### src/design/eed_pkg.sv
// Shared types, constants and helper functions for the echo escape decoder.
`default_nettype none

package eed_pkg;

  localparam int unsigned RUN_BYTES  = 4;
  localparam int unsigned RUN_CNT_W  = $clog2(RUN_BYTES + 1);
  localparam int unsigned FIFO_DEPTH = 2;
  localparam int unsigned FIFO_PTR_W = $clog2(FIFO_DEPTH);
  localparam int unsigned FIFO_CNT_W = $clog2(FIFO_DEPTH + 1);
  localparam int unsigned CFG_IDX_W  = 8;
  localparam int unsigned CFG_DATA_W = 8;

  // Register indexes on the configuration port
  localparam logic [CFG_IDX_W-1:0] CFG_ESCAPES_ON = 8'd0;
  localparam logic [CFG_IDX_W-1:0] CFG_NEWLINE_ON = 8'd1;

  // Character codes
  localparam logic [7:0] CH_BSLASH = 8'h5C;
  localparam logic [7:0] CH_SPACE  = 8'h20;
  localparam logic [7:0] CH_NL     = 8'h0A;
  localparam logic [7:0] CH_TAB    = 8'h09;
  localparam logic [7:0] CH_CR     = 8'h0D;
  localparam logic [7:0] CH_BEL    = 8'h07;
  localparam logic [7:0] CH_BS     = 8'h08;
  localparam logic [7:0] CH_FF     = 8'h0C;
  localparam logic [7:0] CH_VT     = 8'h0B;
  localparam logic [7:0] CH_ESC    = 8'h1B;
  localparam logic [7:0] CH_LC_N   = 8'h6E;
  localparam logic [7:0] CH_LC_T   = 8'h74;
  localparam logic [7:0] CH_LC_R   = 8'h72;
  localparam logic [7:0] CH_LC_A   = 8'h61;
  localparam logic [7:0] CH_LC_B   = 8'h62;
  localparam logic [7:0] CH_LC_F   = 8'h66;
  localparam logic [7:0] CH_LC_V   = 8'h76;
  localparam logic [7:0] CH_LC_E   = 8'h65;
  localparam logic [7:0] CH_LC_C   = 8'h63;
  localparam logic [7:0] CH_LC_X   = 8'h78;
  localparam logic [7:0] CH_ZERO   = 8'h30;
  localparam logic [7:0] CH_SEVEN  = 8'h37;
  localparam logic [7:0] CH_NINE   = 8'h39;
  localparam logic [7:0] CH_UC_A   = 8'h41;
  localparam logic [7:0] CH_UC_F   = 8'h46;

  localparam logic [1:0] OCT_DIGITS = 2'd3;
  localparam logic [1:0] HEX_DIGITS = 2'd2;

  typedef enum logic [1:0] {
    MODE_PLAIN  = 2'd0,
    MODE_BSLASH = 2'd1,
    MODE_OCTAL  = 2'd2,
    MODE_HEX    = 2'd3
  } mode_e;

  // Bytes caused by one input item, packed from index 0
  typedef struct packed {
    logic [RUN_BYTES-1:0][7:0] bytes;
    logic [RUN_CNT_W-1:0]      cnt;
  } run_t;

  function automatic run_t run_push(run_t r, logic [7:0] b);
    run_t o;
    o = r;
    if (r.cnt < RUN_CNT_W'(RUN_BYTES)) begin
      o.bytes[r.cnt[$clog2(RUN_BYTES)-1:0]] = b;
      o.cnt = r.cnt + RUN_CNT_W'(1);
    end
    return o;
  endfunction

  // {is_digit, value}
  function automatic logic [4:0] hex_val(logic [7:0] b);
    logic [4:0] o;
    o = 5'd0;
    if (b >= CH_ZERO && b <= CH_NINE)
      o = {1'b1, 4'(b - CH_ZERO)};
    else if (b >= CH_LC_A && b <= CH_LC_F)
      o = {1'b1, 4'(b - CH_LC_A + 8'd10)};
    else if (b >= CH_UC_A && b <= CH_UC_F)
      o = {1'b1, 4'(b - CH_UC_A + 8'd10)};
    return o;
  endfunction

  // Closes a pending number escape; \x without digits comes out literally
  function automatic run_t fin_number(run_t r, mode_e m, logic [1:0] c, logic [7:0] v);
    run_t o;
    o = r;
    if (m == MODE_HEX && c == 2'd0) begin
      o = run_push(o, CH_BSLASH);
      o = run_push(o, CH_LC_X);
    end else begin
      o = run_push(o, v);
    end
    return o;
  endfunction

endpackage

`default_nettype wire

### src/design/eed_if.sv
// Channel interfaces of the echo escape decoder: input items, output bytes, configuration.
`default_nettype none

interface eed_in_if;
  logic       valid;
  logic       ready;
  logic [7:0] data_byte;
  logic       byte_valid;
  logic       arg_end;
  logic       list_end;

  modport source (output valid, data_byte, byte_valid, arg_end, list_end, input ready);
  modport sink   (input valid, data_byte, byte_valid, arg_end, list_end, output ready);
endinterface

interface eed_out_if;
  logic       valid;
  logic       ready;
  logic [7:0] out_byte;
  logic       run_last;

  modport source (output valid, out_byte, run_last, input ready);
  modport sink   (input valid, out_byte, run_last, output ready);
endinterface

interface eed_cfg_if;
  logic                            valid;
  logic                            ready;
  logic [eed_pkg::CFG_IDX_W-1:0]   index;
  logic [eed_pkg::CFG_DATA_W-1:0]  data;

  modport source (output valid, index, data, input ready);
  modport sink   (input valid, index, data, output ready);
endinterface

`default_nettype wire

### src/design/eed_front.sv
// Front end: accepts items, runs the escape state machine and builds result runs.
`default_nettype none

module eed_front (
  input  wire logic        clk_i,
  input  wire logic        rst_ni,
  eed_in_if.sink           in_i,
  eed_cfg_if.sink          cfg_i,
  input  wire logic        full_i,
  output eed_pkg::run_t    push_run_o,
  output logic             push_o
);

  eed_pkg::mode_e mode_q, mode_d;
  logic [1:0]     cnt_q, cnt_d;
  logic [7:0]     val_q, val_d;
  logic           stop_q, stop_d;
  logic           esc_on_q, nl_on_q;
  eed_pkg::run_t  run;
  logic           accept;

  assign in_i.ready  = !full_i;
  assign cfg_i.ready = 1'b1;
  assign accept      = in_i.valid && in_i.ready;
  assign push_o      = accept && (run.cnt != '0);
  assign push_run_o  = run;

  always_ff @(posedge clk_i or negedge rst_ni) begin
    if (!rst_ni) begin
      esc_on_q <= 1'b0;
      nl_on_q  <= 1'b1;
    end else if (cfg_i.valid && cfg_i.ready) begin
      if (cfg_i.index == eed_pkg::CFG_ESCAPES_ON) esc_on_q <= cfg_i.data[0];
      if (cfg_i.index == eed_pkg::CFG_NEWLINE_ON) nl_on_q  <= cfg_i.data[0];
    end
  end

  always_ff @(posedge clk_i or negedge rst_ni) begin
    if (!rst_ni) begin
      mode_q <= eed_pkg::MODE_PLAIN;
      cnt_q  <= 2'd0;
      val_q  <= 8'd0;
      stop_q <= 1'b0;
    end else if (accept) begin
      mode_q <= mode_d;
      cnt_q  <= cnt_d;
      val_q  <= val_d;
      stop_q <= stop_d;
    end
  end

  always_comb begin
    logic [7:0] b;
    logic [4:0] hv;
    logic       do_fin;
    logic       do_plain;
    b        = in_i.data_byte;
    hv       = eed_pkg::hex_val(b);
    do_fin   = 1'b0;
    do_plain = 1'b0;
    run      = '0;
    mode_d   = mode_q;
    cnt_d    = cnt_q;
    val_d    = val_q;
    stop_d   = stop_q;

    // byte first
    if (in_i.byte_valid && !stop_d) begin
      unique case (mode_d)
        eed_pkg::MODE_PLAIN: do_plain = 1'b1;
        eed_pkg::MODE_BSLASH: begin
          mode_d = eed_pkg::MODE_PLAIN;
          unique case (b)
            eed_pkg::CH_LC_N:   run = eed_pkg::run_push(run, eed_pkg::CH_NL);
            eed_pkg::CH_LC_T:   run = eed_pkg::run_push(run, eed_pkg::CH_TAB);
            eed_pkg::CH_LC_R:   run = eed_pkg::run_push(run, eed_pkg::CH_CR);
            eed_pkg::CH_BSLASH: run = eed_pkg::run_push(run, eed_pkg::CH_BSLASH);
            eed_pkg::CH_LC_A:   run = eed_pkg::run_push(run, eed_pkg::CH_BEL);
            eed_pkg::CH_LC_B:   run = eed_pkg::run_push(run, eed_pkg::CH_BS);
            eed_pkg::CH_LC_F:   run = eed_pkg::run_push(run, eed_pkg::CH_FF);
            eed_pkg::CH_LC_V:   run = eed_pkg::run_push(run, eed_pkg::CH_VT);
            eed_pkg::CH_LC_E:   run = eed_pkg::run_push(run, eed_pkg::CH_ESC);
            eed_pkg::CH_LC_C:   stop_d = 1'b1;
            eed_pkg::CH_ZERO: begin
              mode_d = eed_pkg::MODE_OCTAL;
              cnt_d  = 2'd0;
              val_d  = 8'd0;
            end
            eed_pkg::CH_LC_X: begin
              mode_d = eed_pkg::MODE_HEX;
              cnt_d  = 2'd0;
              val_d  = 8'd0;
            end
            default: begin
              // unknown escape goes out as written
              run = eed_pkg::run_push(run, eed_pkg::CH_BSLASH);
              run = eed_pkg::run_push(run, b);
            end
          endcase
        end
        eed_pkg::MODE_OCTAL: begin
          if (b >= eed_pkg::CH_ZERO && b <= eed_pkg::CH_SEVEN &&
              cnt_d < eed_pkg::OCT_DIGITS) begin
            val_d  = {val_d[4:0], b[2:0]};
            cnt_d  = cnt_d + 2'd1;
            do_fin = (cnt_d == eed_pkg::OCT_DIGITS);
          end else begin
            do_fin   = 1'b1;
            do_plain = 1'b1;
          end
        end
        eed_pkg::MODE_HEX: begin
          if (hv[4] && cnt_d < eed_pkg::HEX_DIGITS) begin
            val_d  = {val_d[3:0], hv[3:0]};
            cnt_d  = cnt_d + 2'd1;
            do_fin = (cnt_d == eed_pkg::HEX_DIGITS);
          end else begin
            do_fin   = 1'b1;
            do_plain = 1'b1;
          end
        end
        default: ;
      endcase

      if (do_fin) begin
        run    = eed_pkg::fin_number(run, mode_d, cnt_d, val_d);
        mode_d = eed_pkg::MODE_PLAIN;
        cnt_d  = 2'd0;
        val_d  = 8'd0;
      end
      if (do_plain) begin
        if (esc_on_q && b == eed_pkg::CH_BSLASH) mode_d = eed_pkg::MODE_BSLASH;
        else run = eed_pkg::run_push(run, b);
      end
    end

    // argument end; list end counts as one
    if ((in_i.arg_end || in_i.list_end) && !stop_d) begin
      if (mode_d == eed_pkg::MODE_BSLASH) begin
        run    = eed_pkg::run_push(run, eed_pkg::CH_BSLASH);
        mode_d = eed_pkg::MODE_PLAIN;
      end else if (mode_d != eed_pkg::MODE_PLAIN) begin
        run    = eed_pkg::fin_number(run, mode_d, cnt_d, val_d);
        mode_d = eed_pkg::MODE_PLAIN;
        cnt_d  = 2'd0;
        val_d  = 8'd0;
      end
      if (!in_i.list_end) run = eed_pkg::run_push(run, eed_pkg::CH_SPACE);
    end

    if (in_i.list_end) begin
      if (nl_on_q && !stop_d) run = eed_pkg::run_push(run, eed_pkg::CH_NL);
      stop_d = 1'b0;
      mode_d = eed_pkg::MODE_PLAIN;
      cnt_d  = 2'd0;
      val_d  = 8'd0;
    end
  end

endmodule

`default_nettype wire

### src/design/eed_fifo.sv
// Short queue of result runs between front end and back end.
`default_nettype none

module eed_fifo (
  input  wire logic                  clk_i,
  input  wire logic                  rst_ni,
  input  wire logic                  push_i,
  input  wire eed_pkg::run_t         push_run_i,
  input  wire logic                  pop_i,
  output eed_pkg::run_t              head_o,
  output logic                       full_o,
  output logic                       empty_o
);

  eed_pkg::run_t                        mem_q [eed_pkg::FIFO_DEPTH];
  logic [eed_pkg::FIFO_PTR_W-1:0]       wr_ptr_q, rd_ptr_q;
  logic [eed_pkg::FIFO_CNT_W-1:0]       cnt_q;

  assign full_o  = (cnt_q == eed_pkg::FIFO_CNT_W'(eed_pkg::FIFO_DEPTH));
  assign empty_o = (cnt_q == '0);
  assign head_o  = mem_q[rd_ptr_q];

  always_ff @(posedge clk_i) begin
    if (push_i) mem_q[wr_ptr_q] <= push_run_i;
  end

  always_ff @(posedge clk_i or negedge rst_ni) begin
    if (!rst_ni) begin
      wr_ptr_q <= '0;
      rd_ptr_q <= '0;
      cnt_q    <= '0;
    end else begin
      if (push_i) wr_ptr_q <= wr_ptr_q + eed_pkg::FIFO_PTR_W'(1);
      if (pop_i)  rd_ptr_q <= rd_ptr_q + eed_pkg::FIFO_PTR_W'(1);
      if (push_i && !pop_i)      cnt_q <= cnt_q + eed_pkg::FIFO_CNT_W'(1);
      else if (pop_i && !push_i) cnt_q <= cnt_q - eed_pkg::FIFO_CNT_W'(1);
    end
  end

endmodule

`default_nettype wire

### src/design/eed_back.sv
// Back end: sends the bytes of the head run one per transfer, marking the last.
`default_nettype none

module eed_back (
  input  wire logic          clk_i,
  input  wire logic          rst_ni,
  input  wire eed_pkg::run_t head_i,
  input  wire logic          empty_i,
  output logic               pop_o,
  eed_out_if.source          out_o
);

  logic [$clog2(eed_pkg::RUN_BYTES)-1:0] idx_q;
  logic                                  last;

  assign last           = ({1'b0, idx_q} == head_i.cnt - eed_pkg::RUN_CNT_W'(1));
  assign out_o.valid    = !empty_i;
  assign out_o.out_byte = head_i.bytes[idx_q];
  assign out_o.run_last = last;
  assign pop_o          = out_o.valid && out_o.ready && last;

  always_ff @(posedge clk_i or negedge rst_ni) begin
    if (!rst_ni) begin
      idx_q <= '0;
    end else if (out_o.valid && out_o.ready) begin
      if (last) idx_q <= '0;
      else      idx_q <= idx_q + 1'b1;
    end
  end

endmodule

`default_nettype wire

### src/design/echo_escape_decoder.sv
// Top level of the echo escape decoder: front end, run queue and back end.
//
//  channel | dir | payload                                   | transfer when
//  --------+-----+-------------------------------------------+----------------
//  in_i    | in  | data_byte[8] byte_valid arg_end list_end  | valid && ready
//  out_o   | out | out_byte[8] run_last                      | valid && ready
//  cfg_i   | in  | index[8] data[8] (bit 0 used)             | valid && ready
//
// An item is decoded in the cycle it is taken; its run of up to 4 bytes, if not empty,
// enters a two-entry queue and leaves one byte per cycle while the output is ready.
// Input rate is one item per cycle while each item yields at most one byte and out_o is
// ready; longer runs hold the input back once the queue fills.
// Any item, even one that yields nothing, waits while the queue is full.
// Reset clears the escape state and the queue; escapes_on resets to 0, newline_on to 1.
`default_nettype none

module echo_escape_decoder (
  input  wire logic clk_i,
  input  wire logic rst_ni,
  eed_in_if.sink    in_i,
  eed_out_if.source out_o,
  eed_cfg_if.sink   cfg_i
);

  eed_pkg::run_t push_run, head;
  logic          push, pop, full, empty;

  eed_front u_front (
    .clk_i      (clk_i),
    .rst_ni     (rst_ni),
    .in_i       (in_i),
    .cfg_i      (cfg_i),
    .full_i     (full),
    .push_run_o (push_run),
    .push_o     (push)
  );

  eed_fifo u_fifo (
    .clk_i      (clk_i),
    .rst_ni     (rst_ni),
    .push_i     (push),
    .push_run_i (push_run),
    .pop_i      (pop),
    .head_o     (head),
    .full_o     (full),
    .empty_o    (empty)
  );

  eed_back u_back (
    .clk_i   (clk_i),
    .rst_ni  (rst_ni),
    .head_i  (head),
    .empty_i (empty),
    .pop_o   (pop),
    .out_o   (out_o)
  );

endmodule

`default_nettype wire

### src/flat_wrapper.sv
// flat-port wrapper written by rule: the top's interface ports become plain ports
module echo_escape_decoder_flat 
  (clk_i, rst_ni, in_i_valid, in_i_data_byte, in_i_byte_valid, in_i_arg_end, in_i_list_end, in_i_ready, out_o_valid, out_o_out_byte, out_o_run_last, out_o_ready, cfg_i_valid, cfg_i_index, cfg_i_data, cfg_i_ready);
  eed_in_if in_i_i ();
  eed_out_if out_o_i ();
  eed_cfg_if cfg_i_i ();
  input  wire logic clk_i;
  input  wire logic rst_ni;
  input wire logic [$bits(in_i_i.valid)-1:0] in_i_valid;
  input wire logic [$bits(in_i_i.data_byte)-1:0] in_i_data_byte;
  input wire logic [$bits(in_i_i.byte_valid)-1:0] in_i_byte_valid;
  input wire logic [$bits(in_i_i.arg_end)-1:0] in_i_arg_end;
  input wire logic [$bits(in_i_i.list_end)-1:0] in_i_list_end;
  output wire logic [$bits(in_i_i.ready)-1:0] in_i_ready;
  output wire logic [$bits(out_o_i.valid)-1:0] out_o_valid;
  output wire logic [$bits(out_o_i.out_byte)-1:0] out_o_out_byte;
  output wire logic [$bits(out_o_i.run_last)-1:0] out_o_run_last;
  input wire logic [$bits(out_o_i.ready)-1:0] out_o_ready;
  input wire logic [$bits(cfg_i_i.valid)-1:0] cfg_i_valid;
  input wire logic [$bits(cfg_i_i.index)-1:0] cfg_i_index;
  input wire logic [$bits(cfg_i_i.data)-1:0] cfg_i_data;
  output wire logic [$bits(cfg_i_i.ready)-1:0] cfg_i_ready;
  assign in_i_i.valid = in_i_valid;
  assign in_i_i.data_byte = in_i_data_byte;
  assign in_i_i.byte_valid = in_i_byte_valid;
  assign in_i_i.arg_end = in_i_arg_end;
  assign in_i_i.list_end = in_i_list_end;
  assign in_i_ready = in_i_i.ready;
  assign out_o_valid = out_o_i.valid;
  assign out_o_out_byte = out_o_i.out_byte;
  assign out_o_run_last = out_o_i.run_last;
  assign out_o_i.ready = out_o_ready;
  assign cfg_i_i.valid = cfg_i_valid;
  assign cfg_i_i.index = cfg_i_index;
  assign cfg_i_i.data = cfg_i_data;
  assign cfg_i_ready = cfg_i_i.ready;
  echo_escape_decoder u_core (.clk_i(clk_i), .rst_ni(rst_ni), .in_i(in_i_i), .out_o(out_o_i), .cfg_i(cfg_i_i));
endmodule
### config.mk
export PLATFORM = sky130hd
export DESIGN_NAME = echo_escape_decoder_flat
export DESIGN_NICKNAME = d
export VERILOG_FILES = /design/src/design/eed_pkg.sv /design/src/design/eed_if.sv /design/src/design/eed_front.sv /design/src/design/eed_fifo.sv /design/src/design/eed_back.sv /design/src/design/echo_escape_decoder.sv /design/src/flat_wrapper.sv
export SDC_FILE = /design/constraint.sdc
export NUM_CORES = 1
export LEC_CHECK = 0
export BUFFER_PORTS_ARGS = -buffer_cell sky130_fd_sc_hd__buf_2
export CORE_AREA = 2 2 140 101
export DETAILED_ROUTE_END_ITERATION = 12
export DIE_AREA = 0 0 142 103
export PLACE_DENSITY = 0.82
export SLEW_MARGIN = 10
export SYNTH_ARGS = -nofsm -noshare
export SYNTH_HDL_FRONTEND = slang
export SYNTH_HIERARCHICAL = 1
export SYNTH_SLANG_ARGS = --single-unit
### constraint.sdc
create_clock -name clk_i -period 8.8 [get_ports clk_i]
set_input_delay 0 -clock clk_i [delete_from_list [all_inputs] [get_ports clk_i]]
set_output_delay 0 -clock clk_i [all_outputs]
set_load 0.02 [all_outputs]
Word-level counts from Yosys, hierarchy flattened
Memory sizes are Yosys's and may differ from the RTL's.
Cells that the tools add are included.

storage, ports and cells
  bits in registers = 21
  RAM bits = 70
  bits of input ports = 32
  word-level logic and storage cells = 264
  memories = 1

memory list
  name                 depth  bits a word  rd ports  clocked after Yosys merged registers in  write ports  line            text
  u_core.u_fifo.mem_q  2      35           1         0                                        1            eed_fifo.sv:15  eed_pkg::run_t mem_q [eed_pkg::FIFO_DEPTH];

cells by class
  add/sub/neg operators = 20
  magnitude comparators = 34
  eq/ne operators = 23
  muxes and demuxes = 112
  bitwise operators = 18
  reductions and logical operators = 46

operator list
  kind                                                 number
  2-to-1 mux 35 bit                                    33
  case mux 35 bit (10 select lines)                    1
  2-to-1 mux 8 bit                                     19
  bitwise mux 32 bit                                   4
  demux 8 bit (select 2 bit)                           8
  == test 8 x 7 -> 1 bit, second input constant        11
  bitwise AND 16 bit                                   4
  NOT 16 bit                                           4
  bitwise OR 16 bit                                    4
  2-to-1 mux 2 bit                                     23
  2-to-1 mux 11 bit                                    3
  bitwise AND 28 bit                                   1
  NOT 28 bit                                           1
  < comparator 2 x 3 -> 1 bit, second input constant   9
  logical AND 1 bit                                    26
  adder 3 x 1 -> 3 bit, second input constant          8
  bitwise AND 24 bit                                   1
  < comparator 3 bit, second input constant            8
  NOT 24 bit                                           1
  case mux 8 bit (3 select lines)                      1
  binary-select mux 8 bit (select 2 bit)               1
  >= comparator 2 x 1 -> 1 bit, second input constant  8
  >= comparator 8 x 7 -> 1 bit, second input constant  2
  <= comparator 8 x 6 -> 1 bit, second input constant  2
  other kinds (32)                                     70

Longest topological paths before layout
  depth in word-level cells = 89
  mapped depth = 36

Modules after synthesis
The synthesis kept the hierarchy.

by module, submodules not included
  module     instances  cells an instance  area an instance (um^2)  seq. area each (um^2)
  eed_front  1          610                4165.2                   376.6
  eed_fifo   1          125                2862.7                   2202.1
  eed_back   1          29                 391.6                    50.0

Worst setup path before layout
OpenSTA, ideal clock, no wires.

  path kind = register to register
  start point = reg u_core.u_front.cnt_q[1]
  end point = mem u_core/u_fifo/mem_q[0][0] (netlist name) (enable)
  setup time = 0.431 ns
  arrival time = 7.907 ns
  data required time = 8.369 ns
  setup slack = 0.462 ns
  stages on the path, launching flop included = 29
  path through = dfrtp_1 -> ha_1 -> nor4b_4 -> and2_1 -> buf_6 -> a211oi_2 -> or4_4 -> or3_1 -> clkbuf_1 -> a22oi_1 -> ha_1 -> nand2_1 -> a211oi_1 -> o21ai_1 -> buf_2 -> buf_2 -> xnor2_1 -> ha_1 -> a41oi_1 -> and3_1 -> nand2b_1 -> o41ai_2 -> nand2_1 -> ha_1 -> nor2b_1 -> nand3_1 -> mux2i_1 -> a311oi_1 -> nor2b_1

between the ends
  word-level cells in the longest chain between the ends = 39
  elaborated cells between the ends (all ways) = 71
  those cells by class = 6 x add/sub; 7 x order compare; 4 x eq/ne; 45 x mux; 9 x reduce/logical

RTL lines
  what                                          line                                text
  start, declared                               eed_front.sv:15                     logic [1:0] cnt_q, cnt_d;
  start signal, assigned                        eed_front.sv:46                     cnt_q <= cnt_d;
  < comparator 2 bit, on equally long branches  eed_front.sv:113, eed_front.sv:103
  logical AND 1 bit, on equally long branches   eed_front.sv:113, eed_front.sv:102
  2-to-1 mux 2 bit, on equally long branches    eed_front.sv:113, eed_front.sv:102
  case mux 2 bit (3 select lines)               eed_front.sv:69                     unique case (mode_d)
  2-to-1 mux 2 bit                              eed_front.sv:68                     if (in_i.byte_valid && !stop_d) begin
  logical NOT 2 bit                             eed_pkg.sv:88                       if (m == MODE_HEX && c == 2'd0) begin
  logical AND 1 bit                             eed_pkg.sv:88
  2-to-1 mux 35 bit                             eed_pkg.sv:88
  (+24 left out)                                n/a
  2-to-1 mux 35 bit                             eed_pkg.sv:64                       if (r.cnt < RUN_CNT_W'(RUN_BYTES)) begin
  2-to-1 mux 35 bit                             eed_front.sv:152                    if (nl_on_q && !stop_d) run = eed_pkg::run_push(run, eed_pkg::CH_NL);
  2-to-1 mux 35 bit (*)                         eed_front.sv:151                    if (in_i.list_end) begin
  nonzero test 3 bit (*)                        eed_front.sv:25                     assign push_o = accept && (run.cnt != '0);
  logical AND 1 bit (*)                         eed_front.sv:25
  net u_core.push                               echo_escape_decoder.sv:26           logic push, pop, full, empty;
  2-to-1 mux 1 bit (*)                          eed_fifo.sv:24                      if (push_i) mem_q[wr_ptr_q] <= push_run_i;
  2-to-1 mux 1 bit (implied by the code) (*)    eed_fifo.sv:24
  end, declared                                 eed_fifo.sv:15

Mark *: on every way through the listed nets, which the timed path passes. The rest lies on a longest branch. The select of a mux whose other input is x is not followed.

Worst setup path after layout
  start point = reg u_core.u_front.cnt_q[1]
  end point = mem u_core/u_fifo/mem_q[1][19] (netlist name) (enable)

The elaborated chain is that of the path after synthesis.

==> metrics.yaml <==
sta:
  slew_headroom_pct: 7.876
  final_hold_viol_count: 0
  fin_skew_ns: 0.01196
  fin_tns_setup_ns: 0
  fmax_mhz: 121.8
  slew_viol_final: 0
  fin_crit_sh_pct: 93.30
  setup_viol: 0
  grt_setup_unrepaired: "false"
  min_period_ns: 8.211
  worstMarginPinSlew_ns: 1.370
worst_hold_path:
  min_to: "u_core/u_front/mode_q[0]"
  min_path_type: "input pin to flop"
  hp-start: "in_i_arg_end"
  min_path_cells: 4
route:
  wl_microns: 22220
  first_pass_iters: 6
  wl_met3_microns: 3185
  post_drt_wl_per_cell_microns: 23.12
  wl_met2_microns: 9306
  routed.top_layer: "met4"
  viasPerCell: 6.919
  routed-via-count: 6649
  first_iter_violations: 1274
  drc: 0
  drtAntennaViolNets: 0
  drt-met1-wl_microns: 9340
synth:
  async_flop_share_pct: 23.08
  synth_edf_count: 70
  synthCells: 764
  synth_seq_cells: 91
  synth.cell_area_sq_mm: 0.007420
  yosysUniqueCellTypes: 95
  synth_ff_type: "edfxtp_1"
  synth_fp_nets: 831
  seq_area_frac_synth_pct: 35.43
  syn_avg_cell_area_sq_um: 9.712
  yosysWarnings: 6
final_layout:
  nNetsFinal: 852
  antenna_cells: 0
  area_growth_pct: 8.600
  layout_common_cells: "edfxtp_1, nand2_1, nor2_1"
  drive_gt1_share_pct: 18.48
  mostFrequentLayoutCell: "edfxtp_1"
clock_tree:
  numCtsBuffers: 9
  clock-root-buffer: "clkbuf_16"
  htreeDepth: 3
  cts_buffer_depth: 2
  clock_latency_ns: 0.34
  cts_tree: "done"
  clk_pin_slew_ns: 0.07
  cts.sinks: 91
global_routing:
  grt_pass1_vias: 6103
  grt_pass1_wl_microns: 34380
  grt_start_max_net_pins: 37
  grt_usage_pct: 31.08
  overflow: 0
  antenna_found_initial: 1
place:
  place_hpwl_microns: 16690
  io_buffers: 35
  gp_congestion: 1.014
die:
  core_area_sq_mm: 0.01347
  std_cell_rows: 36
  die_h_microns: 103
  dieWidth_microns: 142
  start_util_pct: 55.09
  io_pins: 44
  die_area_sq_mm: 0.01463
critical_path:
  rr_worst_depth: 27
  critPathRequiredTime_ns: 8.84
  cp-end-kind: "flop"
  path_class: "flop to flop"
  path_max_fanout: 11
  reg2reg_slack_ns: 0.59
  worstReg2RegEnd: "u_core/u_fifo/mem_q[1][19]"
  cp-start-kind: "flop"
  cp.arrival_ns: 8.26
  r2r_start: "u_core/u_front/cnt_q[1]"
status:
  status: "complete, no violations"
power:
  power.total_mw: 1.538
  vdd_drop_max_mv: 0.1117
  p_leak_nw: 3.110
  p_per_area_mw_per_mm2: 190.9
flow_run:
  cap_violations: 0
[layer usage]
metal	up-vias	track usage, %
met5	-	0
met1	3155	44.79
met2	485	46.34
li1	2957	-
met4	0	5.846
met3	52	9.940
[cell usage after synthesis (9+ instances only)]
library cell  instances  area, sq um
nor2b_1              10        62.56
clkbuf_1             24        90.09
edfxtp_1             70         2102
dfrtp_1              20        500.5
a31oi_1              12        75.07
and2_1               14        87.58
nand3_1              24        120.1
a22o_1               10        87.58
inv_1                31        116.4
nor2_1               51        191.4
nor3_1               20        100.1
nand4_1               9        56.30
a211oi_1             10        75.07
ha_1                 35        437.9
mux2_4               29        435.4
a21oi_1              48        240.2
mux2_2                9        101.4
nand2_1              68        255.2
o21a_1               11        82.58
o21ai_0              44        220.2
a22oi_1               9        67.56
[through the flow]
step	utilization [%]	area [sq um]	std cells	hold slack, ns	setup WS (ns)
after CTS	59.79	8053	961	0.01299	0.5922
after floorplan	-	7420	764	-0.2956	0.4619
after detailed placement	57.13	7694	941	0.03417	0.6202
final	59.83	8058	961	0.01760	0.5892
after global routing	59.83	8058	961	0.04742	0.08656
after global placement	57.13	7694	941	0.03075	0.8122
[where the power goes]
| part | leakage [nW] | internal (mW) | total [mW] | switching (mW) |
|---|---|---|---|---|
| combinational | 2.02 | 0.260 | 0.497 | 0.237 |
| sequential | 0.937 | 0.538 | 0.631 | 0.0931 |
| clock | 0.153 | 0.234 | 0.410 | 0.177 |
| total | 3.11 | 1.03 | 1.54 | 0.507 |
[repair_timing]
action,CTS,global route
hold buffers,4,0
setup buffers,0,0
resized for setup,0,1
hold endpoints to repair,23,0
setup endpoints to repair,0,52
[registers in the layout, summed over array words and instances, names as in the netlist]
signal and cells:
u_core/u_front/mode_q 2, u_core/u_front/nl_on_q 1, u_core/u_front/val_q 8, u_core/u_front/esc_on_q 1, u_core/u_fifo/cnt_q 2, u_core/u_back/idx_q 2
u_core/u_fifo/wr_ptr_q 1, u_core/u_fifo/rd_ptr_q 1, u_core/u_front/cnt_q 2, u_core/u_front/stop_q 1, u_core/u_fifo/mem_q 70
[area by class of cell]
type                    instances  area, sq um
fillers                      1133         5410
multi-input cells             597         4431
flip-flops and latches         91         2630
well taps                     171        214.0
repair buffers                 55        347.8
inverters                      31        116.4
clock buffers                  10        239.0
clock inverters                 6        80.08
[how the worst max path moves through the flow]
stage                                  from  cells past startpoint                         end  slack, ns
floorplan           u_core/u_front/cnt_q[1]                     28   u_core/u_fifo/mem_q[0][0]       0.46
global placement    u_core/u_front/cnt_q[1]                     27  u_core/u_fifo/mem_q[1][27]       0.81
detailed placement  u_core/u_front/cnt_q[1]                     27   u_core/u_fifo/mem_q[1][3]       0.62
CTS                 u_core/u_front/cnt_q[1]                     27  u_core/u_fifo/mem_q[1][27]       0.59
global route        u_core/u_front/cnt_q[1]                     29   u_core/u_fifo/mem_q[1][3]       0.09
finish              u_core/u_front/cnt_q[1]                     27  u_core/u_fifo/mem_q[1][19]       0.59
[critical path, stage by stage (launching register included)]
cell	delay (ns)
dfrtp_1	0.48
ha_1	0.26
nor4b_4	0.32
and2_1	0.39
a211oi_2	0.08
or4_4	0.57
or3_1	0.49
a22oi_2	0.34
ha_1	0.32
mux2i_1	0.33
nor2_1	0.16
ha_1	0.31
a211oi_1	0.44
inv_1	0.13
ha_1	0.26
a41oi_1	0.31
and3_1	0.37
mux2i_4	0.35
xnor2_2	0.18
inv_1	0.10
ha_1	0.29
nor2b_1	0.15
nand3_1	0.08
mux2i_1	0.07
a311oi_1	0.21
buf_4	0.22
and2_1	0.40
buf_4	0.29
[kinds of logic after synthesis]
logic type / Yosys count / share of synthesized area [%]
compound gates: 230 / 21.69
xor+xnor: 14 / 1.754
other cells: 1 / 0.05054
simple gates: 263 / 18.90
fa+ha+maj: 35 / 5.902
mux: 54 / 11.01
buf+inv: 76 / 5.261
flops: 91 / 35.43
(Power assumes the default switching activity.)
